### src/sv/lcdseq_pkg.sv
// Shared types, command codes and bus constants for the LCD nibble sequencer.
`timescale 1ns / 1ps

package lcdseq_pkg;

    // Command codes carried in the opcode field of an input word.
    typedef enum logic [2:0] {
        OP_CHAR      = 3'd0,
        OP_CLEAR     = 3'd1,
        OP_HOME      = 3'd2,
        OP_SHIFT     = 3'd3,
        OP_LIGHT_ON  = 3'd4,
        OP_LIGHT_OFF = 3'd5,
        OP_INIT      = 3'd6,
        OP_READ      = 3'd7
    } opcode_t;

    // Delay codes that follow a strobe.
    localparam logic [2:0] WAIT_50US   = 3'd0;
    localparam logic [2:0] WAIT_200US  = 3'd1;
    localparam logic [2:0] WAIT_2MS    = 3'd2;
    localparam logic [2:0] WAIT_5MS    = 3'd3;
    localparam logic [2:0] WAIT_POWER  = 3'd4;

    // Controller command bytes.
    localparam logic [7:0] CMD_CLEAR        = 8'h01;
    localparam logic [7:0] CMD_HOME         = 8'h02;
    localparam logic [7:0] CMD_ENTRY_MODE   = 8'h06;
    localparam logic [7:0] CMD_DISP_OFF     = 8'h08;
    localparam logic [7:0] CMD_DISP_ON      = 8'h0C;
    localparam logic [7:0] CMD_DISP_CURSOR  = 8'h0F;
    localparam logic [7:0] CMD_SHIFT_BASE   = 8'h10;
    localparam logic [7:0] CMD_FUNC_SET     = 8'h28;
    localparam logic [7:0] CMD_CURSOR_ROW1  = 8'hC0;
    localparam logic [3:0] NIB_WAKE         = 4'h3;
    localparam logic [3:0] NIB_FOUR_BIT     = 4'h2;
    localparam logic [7:0] CHAR_NEWLINE     = 8'h0A;

    localparam logic [1:0] ROW_FIRST  = 2'd0;
    localparam logic [1:0] ROW_SECOND = 2'd1;
    localparam logic [1:0] ROW_LAST   = 2'd2;

    localparam int QUEUE_DEPTH = 4;

    // Input word.
    typedef struct packed {
        logic [2:0] opcode;
        logic [7:0] char_code;
        logic       shift_display;
        logic       shift_right;
        logic [4:0] read_index;
        logic       string_end;
    } cmd_t;

    // Result word.
    typedef struct packed {
        logic       bus_valid;
        logic [3:0] nibble;
        logic       reg_select;
        logic [2:0] wait_code;
        logic       backlight;
        logic [7:0] read_char;
        logic [5:0] fill_count;
        logic [1:0] cur_row;
        logic       dropped;
        logic       last;
    } out_t;

    // What the back end has to emit for one input word.
    typedef enum logic [1:0] {
        JOB_NONE, // one result without bus traffic
        JOB_BYTE, // one byte, two strobes
        JOB_WRAP, // row-two cursor command, then a character
        JOB_INIT  // power-on sequence, sixteen strobes
    } job_kind_t;

    typedef struct packed {
        job_kind_t  kind;
        logic [7:0] data;
        logic       rs;
        logic [2:0] wait_last;
        logic       backlight;
        logic [7:0] read_char;
        logic [5:0] fill_count;
        logic [1:0] cur_row;
        logic       dropped;
    } job_t;

    typedef struct packed {
        logic [3:0] nibble;
        logic [2:0] wait_code;
    } init_strobe_t;

    // Power-on sequence: three wake nibbles, the switch to four-bit mode, then
    // function set, display off, clear, entry mode, display on and cursor on.
    function automatic init_strobe_t init_strobe(logic [3:0] idx);
        init_strobe_t s;
        unique case (idx)
            4'd0:  s = '{NIB_WAKE, WAIT_POWER};
            4'd1:  s = '{NIB_WAKE, WAIT_200US};
            4'd2:  s = '{NIB_WAKE, WAIT_200US};
            4'd3:  s = '{NIB_FOUR_BIT, WAIT_200US};
            4'd4:  s = '{CMD_FUNC_SET[7:4], WAIT_50US};
            4'd5:  s = '{CMD_FUNC_SET[3:0], WAIT_200US};
            4'd6:  s = '{CMD_DISP_OFF[7:4], WAIT_50US};
            4'd7:  s = '{CMD_DISP_OFF[3:0], WAIT_200US};
            4'd8:  s = '{CMD_CLEAR[7:4], WAIT_50US};
            4'd9:  s = '{CMD_CLEAR[3:0], WAIT_2MS};
            4'd10: s = '{CMD_ENTRY_MODE[7:4], WAIT_50US};
            4'd11: s = '{CMD_ENTRY_MODE[3:0], WAIT_200US};
            4'd12: s = '{CMD_DISP_ON[7:4], WAIT_50US};
            4'd13: s = '{CMD_DISP_ON[3:0], WAIT_50US};
            4'd14: s = '{CMD_DISP_CURSOR[7:4], WAIT_50US};
            4'd15: s = '{CMD_DISP_CURSOR[3:0], WAIT_200US};
        endcase
        return s;
    endfunction

    // Result word number idx of a job.
    function automatic out_t job_strobe(job_t job, logic [3:0] idx);
        out_t         r;
        init_strobe_t s;
        r.bus_valid  = 1'b1;
        r.nibble     = 4'h0;
        r.reg_select = 1'b0;
        r.wait_code  = WAIT_50US;
        r.backlight  = job.backlight;
        r.read_char  = job.read_char;
        r.fill_count = job.fill_count;
        r.cur_row    = job.cur_row;
        r.dropped    = job.dropped;
        r.last       = 1'b0;
        s            = init_strobe(idx);
        unique case (job.kind)
            JOB_NONE:
            begin
                r.bus_valid = 1'b0;
                r.last      = 1'b1;
            end
            JOB_BYTE:
            begin
                r.nibble     = idx[0] ? job.data[3:0] : job.data[7:4];
                r.reg_select = job.rs;
                if (idx[0])
                begin
                    r.wait_code = job.wait_last;
                    r.last      = 1'b1;
                end
            end
            JOB_WRAP:
            begin
                if (idx[1])
                begin
                    r.nibble     = idx[0] ? job.data[3:0] : job.data[7:4];
                    r.reg_select = 1'b1;
                    r.last       = idx[0];
                end
                else
                begin
                    r.nibble = idx[0] ? CMD_CURSOR_ROW1[3:0] : CMD_CURSOR_ROW1[7:4];
                end
            end
            JOB_INIT:
            begin
                r.nibble    = s.nibble;
                r.wait_code = s.wait_code;
                r.last      = (idx == 4'hF);
            end
        endcase
        return r;
    endfunction

endpackage

### src/sv/lcdseq_queue.sv
// Short job queue between the front and back ends.
`timescale 1ns / 1ps

module lcdseq_queue (
    input  logic                                         clk,
    input  logic                                         rst_n,
    input  logic                                         push_valid,
    input  lcdseq_pkg::job_t                             push_job,
    output logic                                         pop_valid,
    output lcdseq_pkg::job_t                             pop_job,
    input  logic                                         pop,
    output logic [$clog2(lcdseq_pkg::QUEUE_DEPTH+1)-1:0] level
);
    import lcdseq_pkg::*;

    localparam int PW = $clog2(QUEUE_DEPTH);
    localparam int LW = $clog2(QUEUE_DEPTH + 1);

    job_t          slot_reg [QUEUE_DEPTH];
    logic [PW-1:0] wr_ptr_reg, rd_ptr_reg;
    logic [LW-1:0] level_reg;
    logic          do_pop;

    assign do_pop = pop && (level_reg != '0);

    always_ff @(posedge clk or negedge rst_n)
    begin
        if (!rst_n)
        begin
            wr_ptr_reg <= '0;
            rd_ptr_reg <= '0;
            level_reg  <= '0;
        end
        else
        begin
            if (push_valid)
            begin
                wr_ptr_reg <= wr_ptr_reg + PW'(1);
            end
            if (do_pop)
            begin
                rd_ptr_reg <= rd_ptr_reg + PW'(1);
            end
            if (push_valid && !do_pop)
            begin
                level_reg <= level_reg + LW'(1);
            end
            else if (!push_valid && do_pop)
            begin
                level_reg <= level_reg - LW'(1);
            end
        end
    end

    always_ff @(posedge clk)
    begin
        if (push_valid)
        begin
            slot_reg[wr_ptr_reg] <= push_job;
        end
    end

    assign pop_valid = (level_reg != '0);
    assign pop_job   = slot_reg[rd_ptr_reg];
    assign level     = level_reg;
endmodule

### config.mk
export PLATFORM = sky130hd
export DESIGN_NAME = lcdseq_queue
export DESIGN_NICKNAME = d
export VERILOG_FILES = /design/src/sv/lcdseq_pkg.sv /design/src/sv/lcdseq_queue.sv
export SDC_FILE = /design/constraint.sdc
export NUM_CORES = 1
export LEC_CHECK = 0
export ABC_AREA = 1
export BUFFER_PORTS_ARGS = -buffer_cell sky130_fd_sc_hd__buf_2
export CORE_MARGIN = 1.5
export CORE_UTILIZATION = 41
export DETAILED_ROUTE_END_ITERATION = 10
export HOLD_SLACK_MARGIN = 0.1
export REMOVE_ABC_BUFFERS = 1
export SYNTH_ARGS = -nofsm -noshare
export SYNTH_HDL_FRONTEND = slang
export SYNTH_SLANG_ARGS = --single-unit
### constraint.sdc
create_clock -name clk -period 1.5 [get_ports clk]
set_input_delay 0.3 -clock clk [delete_from_list [all_inputs] [get_ports clk]]
set_output_delay 0.3 -clock clk [all_outputs]
set_load 0.05 [all_outputs]
==> impl_metrics.csv <==
group,metric,value,unit
status,status,"finished with violations",
status,violations,"negative setup slack",
synth,synth.area.top_cells,"edfxtp_1, o211ai_1, nand2_1",
finish,layout.cells.non_filler,750,
worst_setup_path,crit_family,"flip-flops",
timing,hold_ws,0.115,ns
grt,antenna_found_initial,0,
timing,maxSlewHeadroom,0.835,
floorplan,die_y,119,um
finish,syn_to_final_growth,37.9,%
drt,drt_wl_total,11.9,mm
worst_setup_path,cp_num_buf_inv,3,
synth,syn_area_per_cell,13.0,sq um
pwr,leakage,3.18,nW
finish,num-nets-final,603,
placed_design,io_buffer_count,71,
cts,clk_pin_slew,0.05,ns
timing,layout_min_cycle_time,1.97,ns
finish,final_common_cell,"edfxtp_1",
floorplan,fp.coreArea,13200,sq um
synth,netlist_instances,428,
grt,track_usage,0.161,
drt,dr.pass1.iters,4,
pwr,p_per_area,2380,nW/um^2
pwr,peakVddDrop,1.27,mV
finish,fin_util,0.577,
timing,period_share,1.31,
synth,synth.top_cell.area_share,0.693,
floorplan,dieWidth,119,um
finish,drive_above_1_share,0.287,
timing,hold_viol,0,
worst_setup_path,slowest_stage,"dfrtp_2",
finish,largest_reg_flops,128,
timing,max_freq,0.507,GHz
timing,finClkSkew,0.00831,ns
worst_setup_path,critical_path.startpoint_type,"register",
cts,cts-buffers-inserted,17,
placed_design,gp_congestion,0.817,
cts,clock_latency,0.42,ns
grt,overflow,0,
worst_setup_path,critPathKind,"reg -> out",
cts,cts_sinks,135,
floorplan,ios,72,
cts,htree_levels,4,
synth,ys_seq_area_frac,0.725,
timing,setup-tns-final,-13.89,ns
synth,synth_largest_area_cell,"edfxtp_1",
drt,num_vias,3547,
synth,synth_area,5550,sq um
drt,drc,0,
cts,cts-root-buf,"clkbuf_16",
timing,setup_violations,35,
worst_setup_path,worstPathRequired,1.20,ns
drt,via_per_inst,4.73,
timing,slew_violations,0,
floorplan,die-area,14200,sq um
grt,grt_pass1_vias,3399,
timing,worst_slew_pin_slew,0.247,ns
drt,wl_per_cell,15.8,um
grt,grt_max_degree,46,
synth,synth-seq-cells,135,
cts,cts_tree,"yes",
run,drv_cap,0,
floorplan,initial_core_util,0.419,
timing,fin_ws,-0.471,ns
finish,antenna_cells,0,
finish,final_cell_mix,"edfxtp_1, nand2_1, inv_1",
worst_hold_path,hold_path_class,"in -> reg",
drt,drtIter0Drc,238,
worst_setup_path,slowest_delay,0.47,ns
synth,yosysUniqueCellTypes,18,
worst_setup_path,cp_cell_sequence,"inv_8 > clkbuf_16 > o211ai_1 > nand2_1 > buf_6",
floorplan,rows,42,
drt,ant_nets,0,
cts,clk_path_buf_depth,2,
worst_setup_path,cp-end-kind,"output pin",
timing,rsz0062_at_grt,"yes",
placed_design,dp_hpwl,6.49,mm
worst_setup_path,arrival,1.67,ns
worst_setup_path,worstPathMaxFanout,22,
grt,grt_pass1_wl,17.1,mm
placed_design,place_ws,-0.125,ns
synth,yosysWarnings,0,
placed_design,dpl.cell_count,679,
## cells in the mapped netlist
| library cell | number |
|---|---|
| clkbuf_1 | 2 |
| buf_2 | 4 |
| edfxtp_1 | 128 |
| nor2_1 | 1 |
| o21ai_1 | 1 |
| nand2_1 | 116 |
| buf_4 | 4 |
| ha_1 | 5 |
| dfrtp_1 | 7 |
| nand3_1 | 3 |
| buf_6 | 12 |
| nand4_1 | 1 |
| xor2_1 | 1 |
| inv_2 | 1 |
| fa_1 | 1 |
| o211ai_1 | 64 |
| xnor2_1 | 1 |
| inv_1 | 76 |
## final timing paths
path	startpoint	endpoint	slack [ns]	cells after the start
worst max-delay path	rd_ptr_reg[0]	pop_job[29]	-0.47	5
worst min-delay path	push_job[31]	slot_reg[1][31]	0.11	1
worst max register to register	level[0]	level[2]	-0.15	10
worst min register to register	wr_ptr_reg[0]	wr_ptr_reg[0]	0.54	1
max in group asynchronous	rst_n	rd_ptr_reg[1]	1.05	2
min in group asynchronous	rst_n	level[2]	0.25	2
## power by group
group | switching, mW | internal, mW | leakage (nW) | total [mW]
combinational | 5.51 | 3.34 | 1.63 | 8.85
clock | 1.43 | 2.73 | 0.290 | 4.16
sequential | 0.225 | 4.95 | 1.26 | 5.18
total | 7.16 | 11.0 | 3.18 | 18.2
## metrics by stage
| stage | power, mW | cell area (sq um) |
|---|---|---|
| after detailed placement | 12.2 | 6280 |
| final | 18.2 | 7650 |
| after floorplan | 9.88 | 5350 |
| after global placement | 12.1 | 6280 |
| after global routing | 19.0 | 7650 |
| after CTS | 17.5 | 7380 |
## area by class of cell
class,count,area (sq um)
Clock buffer,24,482
Clock inverter,8,120
Fill cell,1101,5600
Inverter,77,297
Multi-Input combinational cell,194,1090
Sequential cell,135,4020
Tap cell,176,220
Timing Repair Buffer,135,1410
Timing Repair inverter,1,8.76
## logic make-up after synthesis
logic type,after synthesis,share of synthesized area
buffers and inverters,99,0.0868
AND/OR/NAND/NOR,121,0.0830
AO/OA/AOI/OAI,65,0.0875
flip-flops,135,0.725
adder cells (fa/ha/maj),6,0.0149
XOR/XNOR,2,0.00316
## timing repair
action / 4_1_cts / 5_1_grt
cloned: 0 / 9
hold buffers: 26 / 0
setup endpoints to repair: 35 / 37
pin swaps: 2 / 13
buffers inserted: 2 / 3
gates resized for setup: 74 / 27
hold endpoints to repair: 104 / 0
## layer usage
layer  GRT usage  wire length [um]  up-vias
met4      0.0610               113        0
met2       0.269              5960       77
met5           0                 0        -
met1       0.195              5340     1719
li1            -                 -     1742
met3      0.0512               446        9
## worst reg2reg max path, stage by stage, from the launching register on
cell and delay, ns:
dfrtp_1 0.37, nor2_1 0.10, nand2_1 0.09, nand2_1 0.09, ha_2 0.20, inv_2 0.05, fa_2 0.36, inv_2 0.06
nand2_2 0.05, nand4_1 0.10, nand2_1 0.06
No activity file was read; power rests on OpenSTA's default activity.
