===== src/sv/lcdseq_pkg.sv =====
// Shared types, command codes and bus constants for the LCD nibble sequencer.
`timescale 1ns / 1ps

package lcdseq_pkg;

    // Command codes carried in the opcode field of an input word.
    typedef enum logic [2:0] {
        OP_CHAR      = 3'd0,
        OP_CLEAR     = 3'd1,
        OP_HOME      = 3'd2,
        OP_SHIFT     = 3'd3,
        OP_LIGHT_ON  = 3'd4,
        OP_LIGHT_OFF = 3'd5,
        OP_INIT      = 3'd6,
        OP_READ      = 3'd7
    } opcode_t;

    // Delay codes that follow a strobe.
    localparam logic [2:0] WAIT_50US   = 3'd0;
    localparam logic [2:0] WAIT_200US  = 3'd1;
    localparam logic [2:0] WAIT_2MS    = 3'd2;
    localparam logic [2:0] WAIT_5MS    = 3'd3;
    localparam logic [2:0] WAIT_POWER  = 3'd4;

    // Controller command bytes.
    localparam logic [7:0] CMD_CLEAR        = 8'h01;
    localparam logic [7:0] CMD_HOME         = 8'h02;
    localparam logic [7:0] CMD_ENTRY_MODE   = 8'h06;
    localparam logic [7:0] CMD_DISP_OFF     = 8'h08;
    localparam logic [7:0] CMD_DISP_ON      = 8'h0C;
    localparam logic [7:0] CMD_DISP_CURSOR  = 8'h0F;
    localparam logic [7:0] CMD_SHIFT_BASE   = 8'h10;
    localparam logic [7:0] CMD_FUNC_SET     = 8'h28;
    localparam logic [7:0] CMD_CURSOR_ROW1  = 8'hC0;
    localparam logic [3:0] NIB_WAKE         = 4'h3;
    localparam logic [3:0] NIB_FOUR_BIT     = 4'h2;
    localparam logic [7:0] CHAR_NEWLINE     = 8'h0A;

    localparam logic [1:0] ROW_FIRST  = 2'd0;
    localparam logic [1:0] ROW_SECOND = 2'd1;
    localparam logic [1:0] ROW_LAST   = 2'd2;

    localparam int QUEUE_DEPTH = 4;

    // Input word.
    typedef struct packed {
        logic [2:0] opcode;
        logic [7:0] char_code;
        logic       shift_display;
        logic       shift_right;
        logic [4:0] read_index;
        logic       string_end;
    } cmd_t;

    // Result word.
    typedef struct packed {
        logic       bus_valid;
        logic [3:0] nibble;
        logic       reg_select;
        logic [2:0] wait_code;
        logic       backlight;
        logic [7:0] read_char;
        logic [5:0] fill_count;
        logic [1:0] cur_row;
        logic       dropped;
        logic       last;
    } out_t;

    // What the back end has to emit for one input word.
    typedef enum logic [1:0] {
        JOB_NONE, // one result without bus traffic
        JOB_BYTE, // one byte, two strobes
        JOB_WRAP, // row-two cursor command, then a character
        JOB_INIT  // power-on sequence, sixteen strobes
    } job_kind_t;

    typedef struct packed {
        job_kind_t  kind;
        logic [7:0] data;
        logic       rs;
        logic [2:0] wait_last;
        logic       backlight;
        logic [7:0] read_char;
        logic [5:0] fill_count;
        logic [1:0] cur_row;
        logic       dropped;
    } job_t;

    typedef struct packed {
        logic [3:0] nibble;
        logic [2:0] wait_code;
    } init_strobe_t;

    // Power-on sequence: three wake nibbles, the switch to four-bit mode, then
    // function set, display off, clear, entry mode, display on and cursor on.
    function automatic init_strobe_t init_strobe(logic [3:0] idx);
        init_strobe_t s;
        unique case (idx)
            4'd0:  s = '{NIB_WAKE, WAIT_POWER};
            4'd1:  s = '{NIB_WAKE, WAIT_200US};
            4'd2:  s = '{NIB_WAKE, WAIT_200US};
            4'd3:  s = '{NIB_FOUR_BIT, WAIT_200US};
            4'd4:  s = '{CMD_FUNC_SET[7:4], WAIT_50US};
            4'd5:  s = '{CMD_FUNC_SET[3:0], WAIT_200US};
            4'd6:  s = '{CMD_DISP_OFF[7:4], WAIT_50US};
            4'd7:  s = '{CMD_DISP_OFF[3:0], WAIT_200US};
            4'd8:  s = '{CMD_CLEAR[7:4], WAIT_50US};
            4'd9:  s = '{CMD_CLEAR[3:0], WAIT_2MS};
            4'd10: s = '{CMD_ENTRY_MODE[7:4], WAIT_50US};
            4'd11: s = '{CMD_ENTRY_MODE[3:0], WAIT_200US};
            4'd12: s = '{CMD_DISP_ON[7:4], WAIT_50US};
            4'd13: s = '{CMD_DISP_ON[3:0], WAIT_50US};
            4'd14: s = '{CMD_DISP_CURSOR[7:4], WAIT_50US};
            4'd15: s = '{CMD_DISP_CURSOR[3:0], WAIT_200US};
        endcase
        return s;
    endfunction

    // Result word number idx of a job.
    function automatic out_t job_strobe(job_t job, logic [3:0] idx);
        out_t         r;
        init_strobe_t s;
        r.bus_valid  = 1'b1;
        r.nibble     = 4'h0;
        r.reg_select = 1'b0;
        r.wait_code  = WAIT_50US;
        r.backlight  = job.backlight;
        r.read_char  = job.read_char;
        r.fill_count = job.fill_count;
        r.cur_row    = job.cur_row;
        r.dropped    = job.dropped;
        r.last       = 1'b0;
        s            = init_strobe(idx);
        unique case (job.kind)
            JOB_NONE:
            begin
                r.bus_valid = 1'b0;
                r.last      = 1'b1;
            end
            JOB_BYTE:
            begin
                r.nibble     = idx[0] ? job.data[3:0] : job.data[7:4];
                r.reg_select = job.rs;
                if (idx[0])
                begin
                    r.wait_code = job.wait_last;
                    r.last      = 1'b1;
                end
            end
            JOB_WRAP:
            begin
                if (idx[1])
                begin
                    r.nibble     = idx[0] ? job.data[3:0] : job.data[7:4];
                    r.reg_select = 1'b1;
                    r.last       = idx[0];
                end
                else
                begin
                    r.nibble = idx[0] ? CMD_CURSOR_ROW1[3:0] : CMD_CURSOR_ROW1[7:4];
                end
            end
            JOB_INIT:
            begin
                r.nibble    = s.nibble;
                r.wait_code = s.wait_code;
                r.last      = (idx == 4'hF);
            end
        endcase
        return r;
    endfunction

endpackage


===== src/sv/lcdseq_stream_if.sv =====
// Valid/ready channel that carries one payload word per handshake.
`timescale 1ns / 1ps

interface lcdseq_stream_if #(
    parameter type payload_t = logic
) ();
    logic     valid;
    logic     ready;
    payload_t payload;

    modport source (output valid, output payload, input ready);
    modport sink   (input valid, input payload, output ready);
endinterface


===== src/sv/lcdseq_back.sv =====
// Back end: steps through a job and presents one result word per cycle while the sink is ready.
`timescale 1ns / 1ps

module lcdseq_back (
    input  logic             clk,
    input  logic             rst_n,
    input  logic             job_valid,
    input  lcdseq_pkg::job_t job,
    output logic             pop,
    lcdseq_stream_if.source  bus
);
    import lcdseq_pkg::*;

    logic [3:0] step_reg;
    logic       out_valid_reg;
    out_t       out_reg;
    out_t       word;
    logic       load;

    assign word = job_strobe(job, step_reg);
    assign load = job_valid && (!out_valid_reg || bus.ready);
    assign pop  = load && word.last;

    always_ff @(posedge clk or negedge rst_n)
    begin
        if (!rst_n)
        begin
            step_reg      <= 4'd0;
            out_valid_reg <= 1'b0;
        end
        else
        begin
            if (load)
            begin
                step_reg      <= word.last ? 4'd0 : step_reg + 4'd1;
                out_valid_reg <= 1'b1;
            end
            else if (bus.ready)
            begin
                out_valid_reg <= 1'b0;
            end
        end
    end

    always_ff @(posedge clk)
    begin
        if (load)
        begin
            out_reg <= word;
        end
    end

    assign bus.valid   = out_valid_reg;
    assign bus.payload = out_reg;
endmodule


===== src/flat_wrapper.sv =====
// flat-port wrapper written by rule: the top's interface ports become plain ports
module lcdseq_back_flat import lcdseq_pkg::*;
  (clk, rst_n, job_valid, job, pop, bus_valid, bus_payload, bus_ready);
  lcdseq_stream_if bus_i ();
  input  logic clk;
  input  logic rst_n;
  input  logic job_valid;
  input  lcdseq_pkg::job_t job;
  output logic pop;
  output wire logic [$bits(bus_i.valid)-1:0] bus_valid;
  output wire logic [$bits(bus_i.payload)-1:0] bus_payload;
  input wire logic [$bits(bus_i.ready)-1:0] bus_ready;
  assign bus_valid = bus_i.valid;
  assign bus_payload = bus_i.payload;
  assign bus_i.ready = bus_ready;
  lcdseq_back u_core (.clk(clk), .rst_n(rst_n), .job_valid(job_valid), .job(job), .pop(pop), .bus(bus_i));
endmodule

===== config.mk =====
export PLATFORM = sky130hd
export DESIGN_NAME = lcdseq_back_flat
export DESIGN_NICKNAME = d
export VERILOG_FILES = /design/src/sv/lcdseq_pkg.sv /design/src/sv/lcdseq_stream_if.sv /design/src/sv/lcdseq_back.sv /design/src/flat_wrapper.sv
export SDC_FILE = /design/constraint.sdc
export NUM_CORES = 1
export LEC_CHECK = 0
export BUFFER_PORTS_ARGS = -buffer_cell sky130_fd_sc_hd__buf_2
export CAP_MARGIN = 20
export CORE_AREA = 2 2 39 41
export DETAILED_ROUTE_END_ITERATION = 16
export DIE_AREA = 0 0 41 43
export SYNTH_ARGS = -nofsm -noshare
export SYNTH_HDL_FRONTEND = slang
export SYNTH_SLANG_ARGS = --single-unit
export TNS_END_PERCENT = 1

===== constraint.sdc =====
create_clock -name clk -period 3 [get_ports clk]
set_input_delay 0.3 -clock clk [delete_from_list [all_inputs] [get_ports clk]]
set_output_delay 0.3 -clock clk [all_outputs]
set_load 0.1 [all_outputs]

==> results by group <==
Run
  • Max-cap violations: 0

GRT
  • Initial antenna violation count: 0
  • GRT Resource Usage Total: 9.026%
  • Largest net degree at the start of global routing: 7
  • Total gr overflow: 0
  • First-pass GRT wire length: 986 µm
  • Number of global-route vias before repair: 250

Detailed routing
  • Top sig layer: met4
  • Detail Route Antenna Nets: 0
  • DR iter-0 viols: 4
  • Via count: 273
  • WL met2: 245 µm
  • Wirelength per Cell: 10.48 µm
  • Post-Route M1 WL: 312 µm
  • DRT Pass-1 Iters: 2
  • Vias per std cell: 4.550
  • Routed wire length: 629 µm
  • # DRC: 0
  • Metal3 WL: 45 µm

Pwr
  • Pwr Density: 633.0 nW/µm²
  • Peak VDD IR: 219.4 µV
  • Power Total: 0.0002574 W
  • Leakage: 0.1831 nW

Timing
  • Minimum clock period: 2.356 ns
  • Fmax: 0.4245 GHz
  • Slew margin rel.: 68.03%
  • Setup Skew: 0.008286 ns
  • Final hold viol count: 0
  • TNS Setup: 0 ns
  • Tcrit/Tclk final: 78.53%
  • Setup violations, final: 0
  • Final Max Tran Viols: 0
  • RSZ-0062 raised after global routing: no
  • Worst slew pin tran: 0.4829 ns

Clock network
  • H-tree levels: 1
  • Reg clk slew, reported paths: 0.05 ns
  • TritonCTS Buffers: 3
  • CTS max path bufs: 2
  • Root buffer cell: clkbuf_4
  • Number of post-CTS setup repair buffers: 0
  • Worst-Skew Late Latency: 0.25 ns
  • Clock Sinks: 6
  • CTS tree: done

Worst setup path
  • Worst path required time: 2.70 ns
  • Critical Path, Cell by Cell: ha_1 -> nand3_1 -> a31oi_1 -> and2_1 -> buf_2
  • Crit-path slowest cell: dfrtp_1
  • Crit-path max cell delay: 0.45 ns
  • Critical Path End Type: output port
  • Crit path from: u_core.step_reg[0]
  • CP delay by family, top: flip-flops
  • Startpoint types: flop
  • Buf/Inv on CP: 1
  • Peak fanout along the critical path: 6
  • Worst Reg2Reg Path Length in Cells: 5
  • RR Endpoint: u_core.step_reg[3]
  • Crit Path Class: reg -> out
  • CP arrival: 2.06 ns
  • Stages on the worst setup path: 5
  • Worst R2R Setup Slack: 1.37 ns
  • Crit path to: pop
  • RR Startpoint: u_core.step_reg[0]

Place
  • Post-DP HPWL: 442.6 µm
  • Area after DPL: 370.4 µm²
  • Placer congestion estimate: 0.7557
  • PortBufs: 8

Cells and area
  • Nets: 82
  • Finished layout cell area: 406.6 µm²
  • Final core utilization: 29.39%
  • Max FFs per register: 4
  • N_diodes: 0
  • Area grow syn2layout: 31.05%
  • Layout cell share with drive strength beyond 1: 31.82%

Synthesis
  • Yosys warnings: 0
  • Sequential-to-total area share from yosys stat: 50.00%
  • Avg Synthesized Cell Area: 10.01 µm²
  • Yosys cell types: 15
  • Synth Instances: 31
  • #FFs+latches synth: 6
  • Syn nets: 68
  • Synth Cell Area: 310.3 µm²

Die
  • Die Height: 43 µm
  • Core area: 1384 µm²
  • Initial Util: 22.42%
  • Rows: 14
  • Num ports: 39
  • Width of the die: 41 µm
  • Die area: 1763 µm²

Run status
  • Outcome: complete, no violations

Hold path
  • HP Class: in -> reg
  • Hold path start: job_valid
## Yosys cell counts
library cell	instances	share of area (%)
o2bb2ai_1	1	2.8
edfxtp_1	1	9.7
inv_1	2	2.4
and2_1	1	2.0
nand3_1	2	3.2
dfrtp_1	5	40
o21ai_0	4	6.5
nand2b_1	5	10
o21ai_2	1	2.8
a21oi_1	1	1.6
ha_1	1	4.0
nor3b_2	1	4.0
or4_4	1	3.6
a31oi_1	1	2.0
nand2_1	4	4.8
## power breakdown
group | switching [W] | internal, W | total [W]
clock network | 0.0000349 | 0.0000507 | 0.0000857
registers | 0.0000134 | 0.0000967 | 0.000110
logic | 0.0000414 | 0.0000202 | 0.0000616
total | 0.0000897 | 0.000168 | 0.000257
## logic make-up after synthesis
kind of cell | Yosys count | share of synthesized area [%]
AND/OR/NAND/NOR | 14 | 27.82
AO/OA/AOI/OAI | 8 | 15.73
flip-flops | 6 | 50.00
buffers and inverters | 2 | 2.420
adder cells (fa/ha/maj) | 1 | 4.032
## layer usage
metal	track usage, %	up-vias
li1	-	133
met1	11.96	126
met3	3.141	3
met4	10.00	0
met5	0	-
met2	10.00	11
## area by class of cell
type	instances	area, µm²
clock buffers	4	26.28
fillers	154	977.2
inverters	2	7.507
multi-input cells	23	147.6
flip-flops and latches	6	155.1
well taps	16	20.02
repair buffers	9	50.05
## per-stage QoR
step | std cells | setup WS [ns] | hold slack (ns)
after CTS | 60 | 0.6453 | 0.2640
final | 60 | 0.6440 | 0.2655
after global routing | 60 | 0.4617 | 0.2669
after detailed placement | 55 | 0.9113 | 0.1270
after global placement | 55 | 0.9225 | 0.1243
after floorplan | 31 | 0.7207 | 0.004409
## how the worst min path moves through the flow
stage / cells after the start / slack (ns) / endpoint
after floorplan: 0 / 0.004 / u_core.bus.valid
after global placement: 1 / 0.12 / u_core.step_reg[3]
after detailed placement: 1 / 0.13 / u_core.step_reg[1]
after CTS: 2 / 0.26 / u_core.bus.valid
after global routing: 2 / 0.27 / u_core.bus.valid
final: 2 / 0.27 / u_core.bus.valid
## cell usage in the layout (no fill, tap or decap), drive strengths merged
cell / instances
nor3b: 1
clkbuf: 4
or4: 1
and2: 1
ha: 1
buf: 8
o2bb2ai: 1
a31oi: 1
dlygate4sd3: 1
nand3: 2
a21oi: 1
inv: 2
o21ai: 5
dfrtp: 5
nand2: 4
nand2b: 5
edfxtp: 1
## what timing repair did
item / 4_1_cts / 5_1_grt
setup endpoints to repair: 0 / 0
resized for setup: 0 / 0
endpoints found under the hold margin: 5 / 0
hold buffers: 1 / 0
No activity file was read; power rests on OpenSTA's default activity.
